**src/hw/rtl/dcd_pkg.sv**
```systemverilog
`timescale 1ns / 1ps
// Shared types and constants of the double clap detector.
// No dependencies; every other file depends on this package.
package dcd_pkg;

  localparam int unsigned SAMPLE_BITS = 12;
  localparam int unsigned THR_BITS    = SAMPLE_BITS + 1;
  localparam int unsigned TICK_BITS   = 16;
  localparam int unsigned AVG_LEN_DEF = 16;

  // configuration port
  localparam int unsigned CFG_IDX_W  = 2;
  localparam int unsigned CFG_DATA_W = 16;

  typedef enum logic [CFG_IDX_W-1:0] {
    CFG_AVERAGE_STEP     = 2'd0,
    CFG_THRESHOLD_MARGIN = 2'd1,
    CFG_MAX_GAP          = 2'd2,
    CFG_MIN_GAP          = 2'd3
  } cfg_idx_e;

  localparam logic [SAMPLE_BITS-1:0] AVERAGE_STEP_RST     = SAMPLE_BITS'(50);
  localparam logic [SAMPLE_BITS-1:0] THRESHOLD_MARGIN_RST = SAMPLE_BITS'(150);
  localparam logic [TICK_BITS-1:0]   MAX_GAP_RST          = TICK_BITS'(20000);
  localparam logic [TICK_BITS-1:0]   MIN_GAP_RST          = TICK_BITS'(1000);

  // no clap can fire until the first average update
  localparam logic [THR_BITS-1:0] THRESHOLD_RST = THR_BITS'((1 << SAMPLE_BITS) - 1);

  localparam logic REQ_SAMPLE = 1'b0;
  localparam logic REQ_TICK   = 1'b1;

  typedef struct packed {
    logic                   req_type;
    logic [SAMPLE_BITS-1:0] sample;
  } in_beat_t;

  typedef struct packed {
    logic                   double_clap;
    logic                   clap;
    logic [SAMPLE_BITS-1:0] average_level;
    logic [THR_BITS-1:0]    threshold;
  } out_beat_t;

  // controls from the sequencer into the history chain
  typedef struct packed {
    logic shift;
    logic load;
  } chain_ctrl_t;

endpackage

```
**src/hw/rtl/dcd_if.sv**
```systemverilog
`timescale 1ns / 1ps
// Valid/ready stream interfaces for the input and result beats.
// Depends on dcd_pkg.
interface dcd_in_if;
  logic               valid;
  logic               ready;
  dcd_pkg::in_beat_t  data;

  modport source (output valid, output data, input ready);
  modport sink   (input valid, input data, output ready);
endinterface

interface dcd_out_if;
  logic               valid;
  logic               ready;
  dcd_pkg::out_beat_t data;

  modport source (output valid, output data, input ready);
  modport sink   (input valid, input data, output ready);
endinterface

```
**src/hw/rtl/dcd_cell.sv**
```systemverilog
`timescale 1ns / 1ps
// One history entry of the sample chain.
// Depends on dcd_pkg.
module dcd_cell (
  input  logic                            clk_i,
  input  logic                            rst_ni,
  input  logic                            shift_i,
  input  logic [dcd_pkg::SAMPLE_BITS-1:0] d_i,
  output logic [dcd_pkg::SAMPLE_BITS-1:0] q_o
);
  import dcd_pkg::*;

  logic [SAMPLE_BITS-1:0] entry_q;

  always_ff @(posedge clk_i or negedge rst_ni) begin
    if (!rst_ni) begin
      entry_q <= '0;
    end else if (shift_i) begin
      entry_q <= d_i;
    end
  end

  assign q_o = entry_q;

endmodule

```
**src/hw/rtl/dcd_chain.sv**
```systemverilog
`timescale 1ns / 1ps
// Circular chain of history cells; the head cell feeds the summing logic.
// Depends on dcd_pkg and dcd_cell.
module dcd_chain #(
  parameter int unsigned AVG_LEN = dcd_pkg::AVG_LEN_DEF
) (
  input  logic                            clk_i,
  input  logic                            rst_ni,
  input  dcd_pkg::chain_ctrl_t            ctrl_i,
  input  logic [dcd_pkg::SAMPLE_BITS-1:0] sample_i,
  output logic [dcd_pkg::SAMPLE_BITS-1:0] head_o
);
  import dcd_pkg::*;

  logic [SAMPLE_BITS-1:0] cell_q [AVG_LEN];
  logic [SAMPLE_BITS-1:0] cell_d [AVG_LEN];

  for (genvar i = 0; i < AVG_LEN; i++) begin : g_cell
    if (i == AVG_LEN - 1) begin : g_tail
      // drop the head and take the new sample, or recirculate the head
      assign cell_d[i] = ctrl_i.load ? sample_i : cell_q[0];
    end else begin : g_body
      assign cell_d[i] = cell_q[i+1];
    end

    dcd_cell u_cell (
      .clk_i   (clk_i),
      .rst_ni  (rst_ni),
      .shift_i (ctrl_i.shift),
      .d_i     (cell_d[i]),
      .q_o     (cell_q[i])
    );
  end

  assign head_o = cell_q[0];

endmodule

```
**src/hw/rtl/double_clap_detector_core.sv**
```systemverilog
`timescale 1ns / 1ps
// Double clap detector: history chain, sequencer, mean and clap decision.
// Tick beat: result registered in the cycle after acceptance; the next beat is accepted
// once the output register is free or the receiver takes the result. Sample beat: a load
// shift, AVG_LEN-1 chain shifts to sum the history, one multiply by the reciprocal of
// AVG_LEN and one update, then the result is registered; no new beat until back in idle.
// Reset is asynchronous and clears history, averages, timers and registers to defaults.
module double_clap_detector_core #(
  parameter int unsigned AVG_LEN = dcd_pkg::AVG_LEN_DEF
) (
  input  logic                           clk_i,
  input  logic                           rst_ni,
  dcd_in_if.sink                         in_if,
  dcd_out_if.source                      out_if,
  input  logic                           cfg_we_i,
  input  logic [dcd_pkg::CFG_IDX_W-1:0]  cfg_idx_i,
  input  logic [dcd_pkg::CFG_DATA_W-1:0] cfg_data_i
);
  import dcd_pkg::*;

  localparam int unsigned LEN_BITS = $clog2(AVG_LEN);
  localparam int unsigned SUM_W    = SAMPLE_BITS + LEN_BITS;
  localparam int unsigned RECIP_SH = SUM_W + LEN_BITS;
  localparam int unsigned RECIP_W  = SUM_W + 1;
  localparam int unsigned PROD_W   = SUM_W + RECIP_W;
  localparam longint unsigned RECIP_INT =
    ((64'd1 << RECIP_SH) + AVG_LEN - 1) / AVG_LEN;
  localparam logic [RECIP_W-1:0]  RECIP    = RECIP_W'(RECIP_INT);
  localparam logic [LEN_BITS-1:0] CNT_LAST = LEN_BITS'(AVG_LEN - 2);

  typedef enum logic [3:0] {
    ST_IDLE = 4'b0001,
    ST_SUM  = 4'b0010,
    ST_MUL  = 4'b0100,
    ST_FIN  = 4'b1000
  } state_e;

  state_e state_q, state_d;

  // configuration
  logic [SAMPLE_BITS-1:0] avg_step_q, margin_q;
  logic [TICK_BITS-1:0]   max_gap_q, min_gap_q;

  always_ff @(posedge clk_i or negedge rst_ni) begin
    if (!rst_ni) begin
      avg_step_q <= AVERAGE_STEP_RST;
      margin_q   <= THRESHOLD_MARGIN_RST;
      max_gap_q  <= MAX_GAP_RST;
      min_gap_q  <= MIN_GAP_RST;
    end else if (cfg_we_i) begin
      unique case (cfg_idx_e'(cfg_idx_i))
        CFG_AVERAGE_STEP:     avg_step_q <= cfg_data_i[SAMPLE_BITS-1:0];
        CFG_THRESHOLD_MARGIN: margin_q   <= cfg_data_i[SAMPLE_BITS-1:0];
        CFG_MAX_GAP:          max_gap_q  <= cfg_data_i[TICK_BITS-1:0];
        CFG_MIN_GAP:          min_gap_q  <= cfg_data_i[TICK_BITS-1:0];
        default: ;
      endcase
    end
  end

  // handshakes
  logic       out_valid_q;
  out_beat_t  out_data_q;
  logic       in_fire, in_sample, in_tick;

  assign in_if.ready = (state_q == ST_IDLE) && (!out_valid_q || out_if.ready);
  assign in_fire     = in_if.valid && in_if.ready;
  assign in_sample   = in_fire && (in_if.data.req_type == REQ_SAMPLE);
  assign in_tick     = in_fire && (in_if.data.req_type == REQ_TICK);

  // history chain
  chain_ctrl_t            chain_ctrl;
  logic [SAMPLE_BITS-1:0] head;

  dcd_chain #(
    .AVG_LEN (AVG_LEN)
  ) u_chain (
    .clk_i    (clk_i),
    .rst_ni   (rst_ni),
    .ctrl_i   (chain_ctrl),
    .sample_i (in_if.data.sample),
    .head_o   (head)
  );

  // datapath state
  logic [LEN_BITS-1:0]    cnt_q;
  logic [SUM_W-1:0]       acc_q;
  logic [PROD_W-1:0]      prod_q;
  logic                   clap_q, dbl_q;
  logic [SAMPLE_BITS-1:0] avg_q, avg_d;
  logic [THR_BITS-1:0]    thr_q, thr_d;
  logic [TICK_BITS-1:0]   tick_q, last_clap_q;
  logic [TICK_BITS-1:0]   gap;
  logic                   is_clap;
  logic [SAMPLE_BITS-1:0] mean, diff;

  assign gap     = tick_q - last_clap_q;
  assign is_clap = {1'b0, in_if.data.sample} > thr_q;

  assign mean = prod_q[RECIP_SH +: SAMPLE_BITS];
  assign diff = (mean > avg_q) ? (mean - avg_q) : (avg_q - mean);

  // sum is at most 2*4095, so the threshold never needs saturation
  always_comb begin
    avg_d = avg_q;
    thr_d = thr_q;
    if (diff > avg_step_q) begin
      avg_d = mean;
      thr_d = {1'b0, mean} + {1'b0, margin_q};
    end
  end

  always_comb begin
    state_d          = state_q;
    chain_ctrl.shift = 1'b0;
    chain_ctrl.load  = 1'b0;
    unique case (state_q)
      ST_IDLE: begin
        if (in_sample) begin
          chain_ctrl.shift = 1'b1;
          chain_ctrl.load  = 1'b1;
          state_d          = ST_SUM;
        end
      end
      ST_SUM: begin
        chain_ctrl.shift = 1'b1;
        if (cnt_q == CNT_LAST) begin
          state_d = ST_MUL;
        end
      end
      ST_MUL: begin
        // advance the write position unless the sample was a clap
        chain_ctrl.shift = !clap_q;
        state_d          = ST_FIN;
      end
      ST_FIN: begin
        state_d = ST_IDLE;
      end
      default: begin
        state_d = ST_IDLE;
      end
    endcase
  end

  always_ff @(posedge clk_i or negedge rst_ni) begin
    if (!rst_ni) begin
      state_q     <= ST_IDLE;
      cnt_q       <= '0;
      avg_q       <= '0;
      thr_q       <= THRESHOLD_RST;
      tick_q      <= '0;
      last_clap_q <= '0;
      clap_q      <= 1'b0;
      dbl_q       <= 1'b0;
      out_valid_q <= 1'b0;
    end else begin
      state_q <= state_d;
      if (in_tick || (state_q == ST_FIN)) begin
        out_valid_q <= 1'b1;
      end else if (out_if.ready) begin
        out_valid_q <= 1'b0;
      end
      if (in_tick) begin
        tick_q <= tick_q + 1'b1;
      end
      if (in_sample) begin
        cnt_q  <= '0;
        clap_q <= is_clap;
        dbl_q  <= is_clap && (gap <= max_gap_q) && (gap > min_gap_q);
        if (is_clap) begin
          last_clap_q <= tick_q;
        end
      end
      if (state_q == ST_SUM) begin
        cnt_q <= cnt_q + 1'b1;
      end
      if (state_q == ST_FIN) begin
        avg_q <= avg_d;
        thr_q <= thr_d;
      end
    end
  end

  // payload registers
  always_ff @(posedge clk_i) begin
    if (in_sample) begin
      acc_q <= SUM_W'(in_if.data.sample);
    end else if (state_q == ST_SUM) begin
      acc_q <= acc_q + SUM_W'(head);
    end
    if (state_q == ST_MUL) begin
      prod_q <= PROD_W'(acc_q) * PROD_W'(RECIP);
    end
    if (in_tick) begin
      out_data_q.double_clap   <= 1'b0;
      out_data_q.clap          <= 1'b0;
      out_data_q.average_level <= avg_q;
      out_data_q.threshold     <= thr_q;
    end else if (state_q == ST_FIN) begin
      out_data_q.double_clap   <= dbl_q;
      out_data_q.clap          <= clap_q;
      out_data_q.average_level <= avg_d;
      out_data_q.threshold     <= thr_d;
    end
  end

  assign out_if.valid = out_valid_q;
  assign out_if.data  = out_data_q;

  // checks
  assert property (@(posedge clk_i) disable iff (!rst_ni)
    (state_q == ST_FIN) |-> !out_valid_q)
    else $error("result ready while the output register is still full");

  assert property (@(posedge clk_i) disable iff (!rst_ni)
    in_sample |=> (state_q == ST_SUM))
    else $error("accepted sample did not start the history sum");

  assert property (@(posedge clk_i) disable iff (!rst_ni)
    in_tick |=> (out_valid_q && (state_q == ST_IDLE)))
    else $error("tick beat did not produce a result at once");

  assert property (@(posedge clk_i) disable iff (!rst_ni)
    thr_q >= {1'b0, avg_q})
    else $error("threshold fell below the kept average");

  assert property (@(posedge clk_i) disable iff (!rst_ni)
    (state_q != ST_IDLE) |-> !in_if.ready)
    else $error("input ready while a sample is in progress");

endmodule

```
**src/flat_wrapper.sv**
```systemverilog
// flat-port wrapper written by rule: the top's interface ports become plain ports
module double_clap_detector_core_flat import dcd_pkg::*;
#(
  parameter int unsigned AVG_LEN = dcd_pkg::AVG_LEN_DEF
)
  (clk_i, rst_ni, cfg_we_i, cfg_idx_i, cfg_data_i, in_if_valid, in_if_data, in_if_ready, out_if_valid, out_if_data, out_if_ready);
  dcd_in_if in_if_i ();
  dcd_out_if out_if_i ();
  input  logic clk_i;
  input  logic rst_ni;
  input  logic cfg_we_i;
  input  logic [dcd_pkg::CFG_IDX_W-1:0] cfg_idx_i;
  input  logic [dcd_pkg::CFG_DATA_W-1:0] cfg_data_i;
  input wire logic [$bits(in_if_i.valid)-1:0] in_if_valid;
  input wire logic [$bits(in_if_i.data)-1:0] in_if_data;
  output wire logic [$bits(in_if_i.ready)-1:0] in_if_ready;
  output wire logic [$bits(out_if_i.valid)-1:0] out_if_valid;
  output wire logic [$bits(out_if_i.data)-1:0] out_if_data;
  input wire logic [$bits(out_if_i.ready)-1:0] out_if_ready;
  assign in_if_i.valid = in_if_valid;
  assign in_if_i.data = in_if_data;
  assign in_if_ready = in_if_i.ready;
  assign out_if_valid = out_if_i.valid;
  assign out_if_data = out_if_i.data;
  assign out_if_i.ready = out_if_ready;
  double_clap_detector_core #(.AVG_LEN(AVG_LEN)) u_core (.clk_i(clk_i), .rst_ni(rst_ni), .in_if(in_if_i), .out_if(out_if_i), .cfg_we_i(cfg_we_i), .cfg_idx_i(cfg_idx_i), .cfg_data_i(cfg_data_i));
endmodule
```
**config.mk**
```make
export PLATFORM = sky130hd
export DESIGN_NAME = double_clap_detector_core_flat
export DESIGN_NICKNAME = d
export VERILOG_FILES = /design/src/hw/rtl/dcd_pkg.sv /design/src/hw/rtl/dcd_if.sv /design/src/hw/rtl/dcd_cell.sv /design/src/hw/rtl/dcd_chain.sv /design/src/hw/rtl/double_clap_detector_core.sv /design/src/flat_wrapper.sv
export SDC_FILE = /design/constraint.sdc
export NUM_CORES = 1
export LEC_CHECK = 0
export ABC_AREA = 1
export BUFFER_PORTS_ARGS = -buffer_cell sky130_fd_sc_hd__buf_2
export CORE_MARGIN = 5
export CORE_UTILIZATION = 45
export DETAILED_ROUTE_END_ITERATION = 16
export PLACE_DENSITY = 0.58
export SLEW_MARGIN = 20
export SYNTH_ARGS = -nofsm -noshare
export SYNTH_HDL_FRONTEND = slang
export SYNTH_SLANG_ARGS = --single-unit
```
**constraint.sdc**
```tcl
create_clock -name clk_i -period 4.2 [get_ports clk_i]
set_input_delay 0.42 -clock clk_i [delete_from_list [all_inputs] [get_ports clk_i]]
set_output_delay 0.42 -clock clk_i [all_outputs]
set_load 0.02 [all_outputs]
```
Word-level counts from Yosys, hierarchy flattened
Cells that the tools add are included.
{"block": "totals", "reg_bits": 375, "in_bits": 36, "output_inout_bits": 29, "wordCells": 97}
{"block": "op_classes", "addsub": 7, "order_cmp": 5, "eq_ne": 10, "muxes": 18, "bitwise": 1, "n_reduce_logical": 20}
{"op": "$mux 12", "count": 5}
{"op": "$mux 25", "count": 2}
{"op": "$gt 12x12->1", "count": 2}
{"op": "$sub 12x12->12", "count": 2}
{"op": "$add 16x1->16 const B", "count": 1}
{"op": "$add 16x12->16", "count": 1}
{"op": "$gt 16x16->1", "count": 1}
{"op": "$le 16x16->1", "count": 1}
{"op": "$mux 4", "count": 4}
{"op": "$sub 16x16->16", "count": 1}
{"op": "$add 12x12->13", "count": 1}
{"op": "$gt 12x13->1", "count": 1}
{"op": "$mux 13", "count": 1}
{"op": "$pmux 4 s3", "count": 1}
{"op": "$reduce_and 2->1", "count": 6}
{"op": "$eq 4x4->1 const B", "count": 2}
{"op": "$logic_and 1x1->1", "count": 6}
{"op": "$reduce_bool 2->1", "count": 3}
{"op": "$add 4x1->4 const B", "count": 1}
{"op": "$eq 2x2->1 const B", "count": 2}
{"op": "$eq 4x1->1 const B", "count": 1}
{"op": "$eq 4x2->1 const B", "count": 1}
{"op": "$eq 4x3->1 const B", "count": 1}
{"op": "$ne 2x1->1 const B", "count": 2}
{"op": "other kinds (8)", "count": 12}

Logic depth before layout (Yosys ltp)
Gate-level depths: netlist of the first run.
{"block": "logic_depth", "depth_word": 8, "ltp_mapped": 29, "mapped_depth_nobuf": 27}

By module
Synthesis of the first run repeated with hierarchy kept, for this count alone.
{"block": "unflattened", "cells_unflattened": 2524, "area_unflattened_um2": 19891.6}
{"module": "double_clap_detector_core", "instances": 1, "cells_each": 1669, "area_per_inst_um2": 12406.9, "seq_area_each_um2": 4733.3}
{"module": "dcd_cell", "instances": 16, "cells_each": 51, "area_per_inst_um2": 457.9, "seq_area_each_um2": 300.3}
{"module": "dcd_chain", "instances": 1, "cells_each": 39, "area_per_inst_um2": 157.7, "seq_area_each_um2": 0.0}

Least setup slack after synthesis of the first run
No wires, ideal clock.
{"block": "synth_timing", "kind": "register to register", "startpoint": "register u_core.prod_q[20]", "endpoint": "register u_core.out_data_q, in the netlist u_core.out_if.data[4] (data pin)", "setup_ps": 252, "arrival_time_ps": 3088, "required_time_ps": 3948, "setup_slack_ps": 860, "path_stages_with_launch": 29, "path_buffers": 2, "synth_period_minus_slack_ps": 3340, "cell_sequence": "edfxtp_1 > inv_1 > ha_1 > inv_1 > fa_1 > nand3_1 > nand2_1 > nand2_1 > nand2_1 > nand2_1 > nand2_1 > nand2_1 > buf_2 > nand2_1 > nand2_1 > inv_1 > ha_1 > nand2_1 > nor2_1 > nand2_1 > inv_1 > nand2_1 > nand3_1 > nand2_2 > buf_2 > nand2_1 > nand2_1 > nand2_1 > nand2_1"}
{"block": "synth_via", "elab_chain_cells": 6, "elab_cells_between_ends": 9, "classes_between": "3 x add/sub; 2 x order compare; 4 x mux"}
{"element": "start, declared", "line": "double_clap_detector_core.sv:88", "source": "logic [PROD_W-1:0] prod_q;"}
{"element": "start signal, assigned", "line": "double_clap_detector_core.sv:192", "source": "prod_q <= PROD_W'(acc_q) * PROD_W'(RECIP);"}
{"element": "$sub 12x12->12 / $gt 12x12->1 (equally long branches)", "line": "double_clap_detector_core.sv:101", "source": "assign diff = (mean > avg_q) ? (mean - avg_q) : (avg_q - mean);"}
{"element": "$mux 12", "line": "double_clap_detector_core.sv:101"}
{"element": "$gt 12x12->1", "line": "double_clap_detector_core.sv:107", "source": "if (diff > avg_step_q) begin"}
{"element": "$mux 13 (*)", "line": "double_clap_detector_core.sv:107"}
{"element": "$mux 25 (*)", "line": "double_clap_detector_core.sv:199", "source": "end else if (state_q == ST_FIN) begin"}
{"element": "$mux 25 (*)", "line": "double_clap_detector_core.sv:194", "source": "if (in_tick) begin"}
{"element": "end, declared", "line": "double_clap_detector_core.sv:63", "source": "out_beat_t out_data_q;"}
Every way passes the cells marked *; elsewhere a longest branch is shown, timed or not. The select of a mux whose other input is x is not followed.
A chain may end at the register's enable or synchronous reset.

Final worst setup path of the first run
{"block": "layout_timing", "startpoint": "register u_core.prod_q[25]", "endpoint": "register u_core.out_data_q, in the netlist u_core.out_if.data[19] (data pin)"}
{"block": "layout_via", "elab_chain_cells": 6, "elab_cells_between_ends": 8, "classes_between": "2 x add/sub; 2 x order compare; 4 x mux"}
{"element": "$sub 12x12->12 / $gt 12x12->1 (equally long branches)", "line": "double_clap_detector_core.sv:101"}
{"element": "$mux 12 (*)", "line": "double_clap_detector_core.sv:101"}
{"element": "$gt 12x12->1 (*)", "line": "double_clap_detector_core.sv:107"}
{"element": "$mux 12 (*)", "line": "double_clap_detector_core.sv:107"}
{"element": "$mux 25 (*)", "line": "double_clap_detector_core.sv:199"}
{"element": "$mux 25 (*)", "line": "double_clap_detector_core.sv:194"}
Marked as above.

==> parameters.txt, run 1 <==
Parameter                              Value

Synth
  Register bit count reported by yosys    371
  Post-Synthesis Cell Area    19,800 µm²
  Synthesized Nets    2,536
  Cell accounting for the most synthesized area    sky130_fd_sc_hd__dfrtp_1
  Commonest register cell after synthesis    sky130_fd_sc_hd__dfrtp_1
  Fraction of post-synthesis cell area in the top cell type by area    36.0%
  Ranking of synthesized cells by area    sky130_fd_sc_hd__dfrtp_1, sky130_fd_sc_hd__nand2_1, sky130_fd_sc_hd__ha_1, sky130_fd_sc_hd__edfxtp_1, sky130_fd_sc_hd__inv_1
  Count of distinct cell types in the synthesized netlist    43
  Count of flip-flops with a built-in enable after synthesis    49
  Avg Synthesized Cell Area    8.34 µm²
  Number of instances in the synthesized netlist    2,374
  Warning count from the yosys run    0
  Synth async-reset ratio    85.2%
  Seq/Total Area, Yosys    48.2%

Clock tree
  TritonCTS clock tree    done
  CTS sink cnt    371
  Maximum root-to-sink buffer count    3
  Number of buffers added by the clock tree synthesis step    42
  Register clock-pin slew on the reported worst setup and hold paths    0.06 ns
  Post-CTS setup buffer count    0
  Clock latency of the later-clocked register in the worst-skew pair    0.58 ns
  H-Tree Depth    2
  Root buf cell    sky130_fd_sc_hd__clkbuf_16

Timing
  Worst Setup Slack, final    0.396 ns
  Transition at the pin with the smallest max-transition slack    0.894 ns
  Setup Viol. Count Final    0
  Final hold violations    0
  Final min period    3.80 ns
  RSZ-0062 raised after global routing    false
  Relative max-transition margin    40.4%
  Final cycle utilization of the critical path    90.6%
  Final max-slew violation count    0
  Final sum of negative setup slack    0 ns
  Max Freq    263 MHz
  Worst-case clock skew    0.0267 ns

Detailed routing
  DR pass1 iterations    5
  1st-iter DRT viols    825
  Routed via count divided by cell count    4.94
  Wire length per cell    14.8 µm
  DRC violation count after routing    0
  Via count    15,057
  Routed wire length    45,200 µm
  Number of nets with antenna violations after detailed routing    0

Setup path
  Crit path buffers/inverters    3
  Dominant delay contributor by cell family on the critical path    simple AND/OR/NAND/NOR gates
  Maximum cell stage delay along the critical path    0.48 ns
  Type of element capturing the critical path    flop
  Worst path arrival time    4.10 ns
  Maximum net fanout on the critical path    21
  Critical-path top delay cell    sky130_fd_sc_hd__ha_1
  Critical path class    flop to flop
  Most repeated library cell on the critical path    sky130_fd_sc_hd__nand2_1
  Required time reported for the critical path endpoint    4.49 ns
  Crit-path cells    ha_1 -> nand2_1 -> nor2_1 -> nand3_1 -> nand3_1 -> nand2_1 -> nand2_1 -> nand2_1 -> nand2_1 -> inv_1 -> ha_1 -> nand2_1 -> nor2_1 -> nand2_1 -> inv_1 -> nand2_1 -> nand3_1 -> buf_6 -> nand3_1 -> nand3_1 -> o21ai_0
  Crit path launch type    flop

Floorplan
  Die boundary width    220 µm
  Die area    48,300 µm²
  Core box area    43,300 µm²
  Std cell rows    76
  Starting utilization of the core area    45.7%
  Ports    65
  DIE HEIGHT    220 µm

Power
  Worst supply voltage drop on vdd    0.000396 V
  Power density cells    784 nW/µm²
  P_leak    10.8 nW

Cells and area
  Final core utilization    51.3%
  Commonest non-fill, non-tap cells in the layout    sky130_fd_sc_hd__nand2_1, sky130_fd_sc_hd__inv_1, sky130_fd_sc_hd__dfrtp_1, sky130_fd_sc_hd__o21ai_0, sky130_fd_sc_hd__nor2_1
  Finished Cell Area    22,200 µm²
  N_diodes    0
  Leading cell type in the layout, fill and taps excluded    sky130_fd_sc_hd__nand2_1
  Number of non-filler instances in the completed layout    3,048
  Count of filler cells inserted in the layout    4,144
  Fraction of final layout cells with drive strength greater than 1    11.3%
  Layout Nets    2,591
  Layout Area Growth over Synthesis    12.1%

Status
  Status    completed

Placed design
  Post-placement cell count    2,969
  Number of port buffers    64
  Final RePlAce weighted congestion    0.902
  Worst slack, placed    0.171 ns
  Post-DP HPWL    33,300 µm
  Placed Area    20,700 µm²

Global route
  Overall Global Routing Usage    19.0%
  Via count of the first global-routing pass    14,505
  Antenna violations before repair    1
  First-pass GRT wire length    74,500 µm
  Global route overflow    0
  Pin count of the biggest net entering global routing    111

Flow run
  Max Cap Viol    0

Min path
  HP Class    primary input to flop
[state kept, by name, indices dropped and copies added, names as in the netlist, 12 cells and up]
register and flops:
u_core.tick_q 16, u_core.u_chain.g_cell.u_cell.q_o 192, u_core.acc_q 16, u_core.margin_q 12
u_core.max_gap_q 16, u_core.thr_q 13, u_core.min_gap_q 16, u_core.last_clap_q 16
u_core.avg_q 12, u_core.out_if.data 27, u_core.prod_q 12, u_core.avg_step_q 12
[timing repair]
item | 4_1_cts | 5_1_grt
hold endpoints to repair | 99 | 0
hold buffers | 1 | 0
endpoints found under the setup margin | 0 | 50
resized for setup | 0 | 6
[cell families (layout without fill, tap and decap cells)]
group           Yosys count  count (layout)  share of synthesized area [%]
compound gates          441             441                           12.7
xor+xnor                 46              46                           2.04
fa+ha+maj               126             126                           8.15
buf+inv                 427             516                           8.86
flops                   371             371                           48.2
simple gates            963             963                           20.1
[power breakdown]
group	leakage [nW]	internal (mW)	total (mW)	switching [mW]
clock network	0.718	2.28	3.81	1.53
registers	4.25	5.21	5.94	0.735
logic	5.79	2.84	7.65	4.81
total	10.8	10.3	17.4	7.08
[routing by layer]
metal  global-route usage, %  vias to the layer above  share of wire (%)
met5                       0                        -              0.044
met1                    26.1                     7081                 47
met3                    2.90                       70                3.5
li1                        -                     7704                  -
met2                    30.6                      200                 46
met4                    6.93                        2                3.5
[synth_stat cells (21+ instances only)]
master / instances
sky130_fd_sc_hd__nand2_1: 595
sky130_fd_sc_hd__inv_1: 341
sky130_fd_sc_hd__dfrtp_1: 285
sky130_fd_sc_hd__o21ai_0: 221
sky130_fd_sc_hd__nor2_1: 193
sky130_fd_sc_hd__ha_1: 121
sky130_fd_sc_hd__nand3_1: 121
sky130_fd_sc_hd__a21oi_1: 107
sky130_fd_sc_hd__a21oi_2: 61
sky130_fd_sc_hd__edfxtp_1: 49
sky130_fd_sc_hd__buf_2: 40
sky130_fd_sc_hd__xor2_1: 35
sky130_fd_sc_hd__dfstp_2: 31
sky130_fd_sc_hd__buf_4: 21
[final timing paths]
kind                                   startpoint                      to  slack (ns)  depth (start not counted)
max in group asynchronous                  rst_ni    u_core.max_gap_q[14]        2.67                          3
max reg2reg                     u_core.prod_q[25]  u_core.out_if.data[19]        0.40                         21
max                             u_core.prod_q[25]  u_core.out_if.data[19]        0.40                         21
min in group asynchronous                  rst_ni         u_core.avg_q[9]        0.51                          2
min                                cfg_data_i[14]    u_core.max_gap_q[14]         0.1                          3
min reg2reg                u_core.out_if.data[26]  u_core.out_if.data[26]        0.46                          2
[tightest hold or removal path, cell delays in order]
cell and delay, ns:
sky130_fd_sc_hd__buf_2 0.10, sky130_fd_sc_hd__inv_1 0.05, sky130_fd_sc_hd__o21ai_0 0.08
[through the flow]
stage	hold slack (ns)	power (mW)
global route	0.122	19.1
global placement	0.450	13.4
detailed placement	0.458	13.7
finish	0.0977	17.4
floorplan	0.124	11.8
CTS	0.0661	17.6
[area by class of cell]
type	instances	area, µm²	share of cell area [%]
multi-input cells	1576	8530	38.4
inverters	344	1290	5.83
clock inverters	21	256	1.16
repair buffers	94	637	2.87
flip-flops and latches	371	9540	43.0
clock buffers	57	1200	5.40
well taps	585	732	3.30
No activity file was read; power rests on OpenSTA's default activity.
==> run 2, diff against run 1 <==
Settings changed: CORE_UTILIZATION 45 to 39, PLACE_DENSITY 0.58 to 0.51.
==> run 2 against run 1 <==
  * Sequential share of layout area decreased by 0.36 points
  * Power increased by 1.6%
  * Clock power increased by 5.8%
  * Utilization decreased by 6.7 points
  * Setup slack got worse by 0.083 ns
  * Critical path type unchanged
  * Largest power group unchanged
==> parameters.txt, run 2 (same netlist as run 1, synthesis figures left out) <==
Parameter                              Value

Timing
  Max Freq    257 MHz (was 263 MHz)
  RSZ-0062 raised after global routing    false (unchanged)
  Final cycle utilization of the critical path    92.5% (was 90.6%)
  Final min period    3.89 ns (was 3.80 ns)
  Final sum of negative setup slack    0 ns (unchanged)
  Relative max-transition margin    46.0% (was 40.4%)
  Setup Viol. Count Final    0 (unchanged)
  Worst-case clock skew    0.0178 ns (was 0.0267 ns)
  Final hold violations    0 (unchanged)
  Transition at the pin with the smallest max-transition slack    0.807 ns (was 0.894 ns)
  Final max-slew violation count    0 (unchanged)

Detailed routing
  DRC violation count after routing    0 (unchanged)
  DR pass1 iterations    5 (unchanged)
  Via count    15,102 (was 15,057)
  Routed wire length    47,900 µm (was 45,200 µm)
  Routed via count divided by cell count    4.81 (was 4.94)
  Wire length per cell    15.3 µm (was 14.8 µm)
  1st-iter DRT viols    1,024 (was 825)
  Number of nets with antenna violations after detailed routing    0 (unchanged)

Floorplan
  Core box area    50,200 µm² (was 43,300 µm²)
  DIE HEIGHT    235 µm (was 220 µm)
  Die area    55,400 µm² (was 48,300 µm²)
  Starting utilization of the core area    39.5% (was 45.7%)
  Die boundary width    235 µm (was 220 µm)
  Ports    65 (unchanged)
  Std cell rows    82 (was 76)

Setup path
  Reg-to-reg setup timing slack    0.31 ns (was 0.40 ns)
  Critical register-to-register path endpoint    u_core.out_if.data[18] (was u_core.out_if.data[19])
  Critical path launch point    u_core.prod_q[20] (was u_core.prod_q[25])
  Type of element capturing the critical path    flop (unchanged)
  Critical Path Sink    u_core.out_if.data[18] (was u_core.out_if.data[19])
  Reg2Reg Launch Point    u_core.prod_q[20] (was u_core.prod_q[25])
  Crit path launch type    flop (unchanged)
  Critical path class    flop to flop (unchanged)
  Worst reg-to-reg path cell count    24 (was 21)
  Worst path arrival time    4.18 ns (was 4.10 ns)
  Required time reported for the critical path endpoint    4.49 ns (about the same)
  Maximum net fanout on the critical path    12 (was 21)

Clock tree
  Register clock-pin slew on the reported worst setup and hold paths    0.06 ns (about the same)
  CTS sink cnt    371 (unchanged)
  TritonCTS clock tree    done (unchanged)
  Maximum root-to-sink buffer count    3 (unchanged)
  Number of buffers added by the clock tree synthesis step    43 (was 42)
  H-Tree Depth    2 (unchanged)
  Post-CTS setup buffer count    0 (unchanged)
  Root buf cell    sky130_fd_sc_hd__clkbuf_16 (unchanged)
  Clock latency of the later-clocked register in the worst-skew pair    0.57 ns (was 0.58 ns)

Cells and area
  Leading cell type in the layout, fill and taps excluded    sky130_fd_sc_hd__nand2_1 (unchanged)
  Fraction of final layout cells with drive strength greater than 1    11.3% (about the same)
  Layout Area Growth over Synthesis    13.0% (was 12.1%)
  N_diodes    0 (unchanged)
  Largest register FFs    192 (unchanged)
  Count of filler cells inserted in the layout    4,977 (was 4,144)
  Commonest non-fill, non-tap cells in the layout    sky130_fd_sc_hd__nand2_1, sky130_fd_sc_hd__inv_1, sky130_fd_sc_hd__dfrtp_1, sky130_fd_sc_hd__o21ai_0, sky130_fd_sc_hd__nor2_1 (unchanged)
  Layout Nets    2,595 (was 2,591)

Global route
  Via count of the first global-routing pass    14,959 (was 14,505)
  Pin count of the biggest net entering global routing    98 (was 111)
  Antenna violations before repair    1 (unchanged)
  First-pass GRT wire length    79,200 µm (was 74,500 µm)
  Global route overflow    0 (unchanged)
  Overall Global Routing Usage    17.3% (was 19.0%)

Min path
  Hold Path Depth    3 (unchanged)
  HP Class    primary input to flop (unchanged)
  Worst hold start    cfg_data_i[14] (unchanged)

Power
  Tot Pwr    17.7 mW (was 17.4 mW)
  Power density cells    790 nW/µm² (was 784 nW/µm²)
  Worst supply voltage drop on vdd    0.000346 V (was 0.000396 V)
  P_leak    10.8 nW (about the same)

Flow run
  Max Cap Viol    0 (unchanged)

Status
  Status    completed (unchanged)

Placed design
  Number of port buffers    64 (unchanged)
  Final RePlAce weighted congestion    0.867 (was 0.902)
  Post-DP HPWL    35,000 µm (was 33,300 µm)
[run 2: repair_timing]
item                                    4_1_cts  5_1_grt
endpoints found under the hold margin        65        0
endpoints found under the setup margin        0       12
gates resized for setup                       0        2
hold buffers                                  1        0
[run 2: cell type report]
type / count / area [µm²] / area share [%]
tap: 672 / 841 / 3.76
timing repair buffer: 97 / 634 / 2.84
inverter: 344 / 1290 / 5.77
clock inverter: 11 / 175 / 0.783
clock buffer: 69 / 1370 / 6.12
sequential: 371 / 9540 / 42.6
multi-input combinational: 1576 / 8520 / 38.1
[run 2: layer usage]
layer	up-vias	share of wire, %	global-route usage, %
met5	-	0.027	0
li1	7704	-	-
met4	2	3.2	5.95
met2	235	45	27.3
met3	78	3.9	2.66
met1	7083	48	24.5
[run 2: how the worst min path moves through the flow]
stage / to / slack, ns
floorplan: u_core.avg_q[0] / 0.12
global route: u_core.max_gap_q[14] / 0.11
detailed placement: u_core.out_if.data[25] / 0.45
finish: u_core.max_gap_q[14] / 0.1
CTS: u_core.max_gap_q[14] / 0.06
global placement: u_core.prod_q[31] / 0.44
[run 2: where the power goes]
| part | internal (mW) | switching [mW] | total [mW] |
|---|---|---|---|
| registers | 5.21 | 0.748 | 5.96 |
| logic | 2.82 | 4.87 | 7.69 |
| clock network | 2.49 | 1.53 | 4.03 |
| total | 10.5 | 7.15 | 17.7 |
[run 2: critical path, cell delays in order, from the launching register on]
cell and delay (ns):
sky130_fd_sc_hd__edfxtp_1 0.42, sky130_fd_sc_hd__inv_1 0.10, sky130_fd_sc_hd__ha_1 0.17, sky130_fd_sc_hd__inv_1 0.07, sky130_fd_sc_hd__fa_1 0.43, sky130_fd_sc_hd__nand3_1 0.11, sky130_fd_sc_hd__nand2_1 0.10, sky130_fd_sc_hd__nand2_1 0.08
sky130_fd_sc_hd__nand2_1 0.08, sky130_fd_sc_hd__nand2_1 0.06, sky130_fd_sc_hd__nand2_1 0.04, sky130_fd_sc_hd__nand2_1 0.07, sky130_fd_sc_hd__buf_4 0.18, sky130_fd_sc_hd__nand2_1 0.06, sky130_fd_sc_hd__nand2_1 0.06, sky130_fd_sc_hd__inv_1 0.04
sky130_fd_sc_hd__ha_1 0.29, sky130_fd_sc_hd__a21o_1 0.19, sky130_fd_sc_hd__nor2_1 0.13, sky130_fd_sc_hd__nand3_1 0.24, sky130_fd_sc_hd__nand2_4 0.23, sky130_fd_sc_hd__buf_4 0.21, sky130_fd_sc_hd__nand2_1 0.08, sky130_fd_sc_hd__nand3_1 0.08
sky130_fd_sc_hd__o21ai_0 0.09
[run 2: per-stage QoR]
stage | instances | utilization (%) | instance area, µm² | hold slack (ns) | setup slack, ns
global placement | 3059 | 41.5 | 20800 | 0.444 | 0.394
floorplan | 2374 | - | 19800 | 0.124 | 0.860
CTS | 3140 | 44.6 | 22400 | 0.0620 | 0.286
global route | 3140 | 44.6 | 22400 | 0.110 | 0.000313
detailed placement | 3059 | 41.5 | 20800 | 0.451 | 0.296
finish | 3140 | 44.6 | 22400 | 0.0966 | 0.313
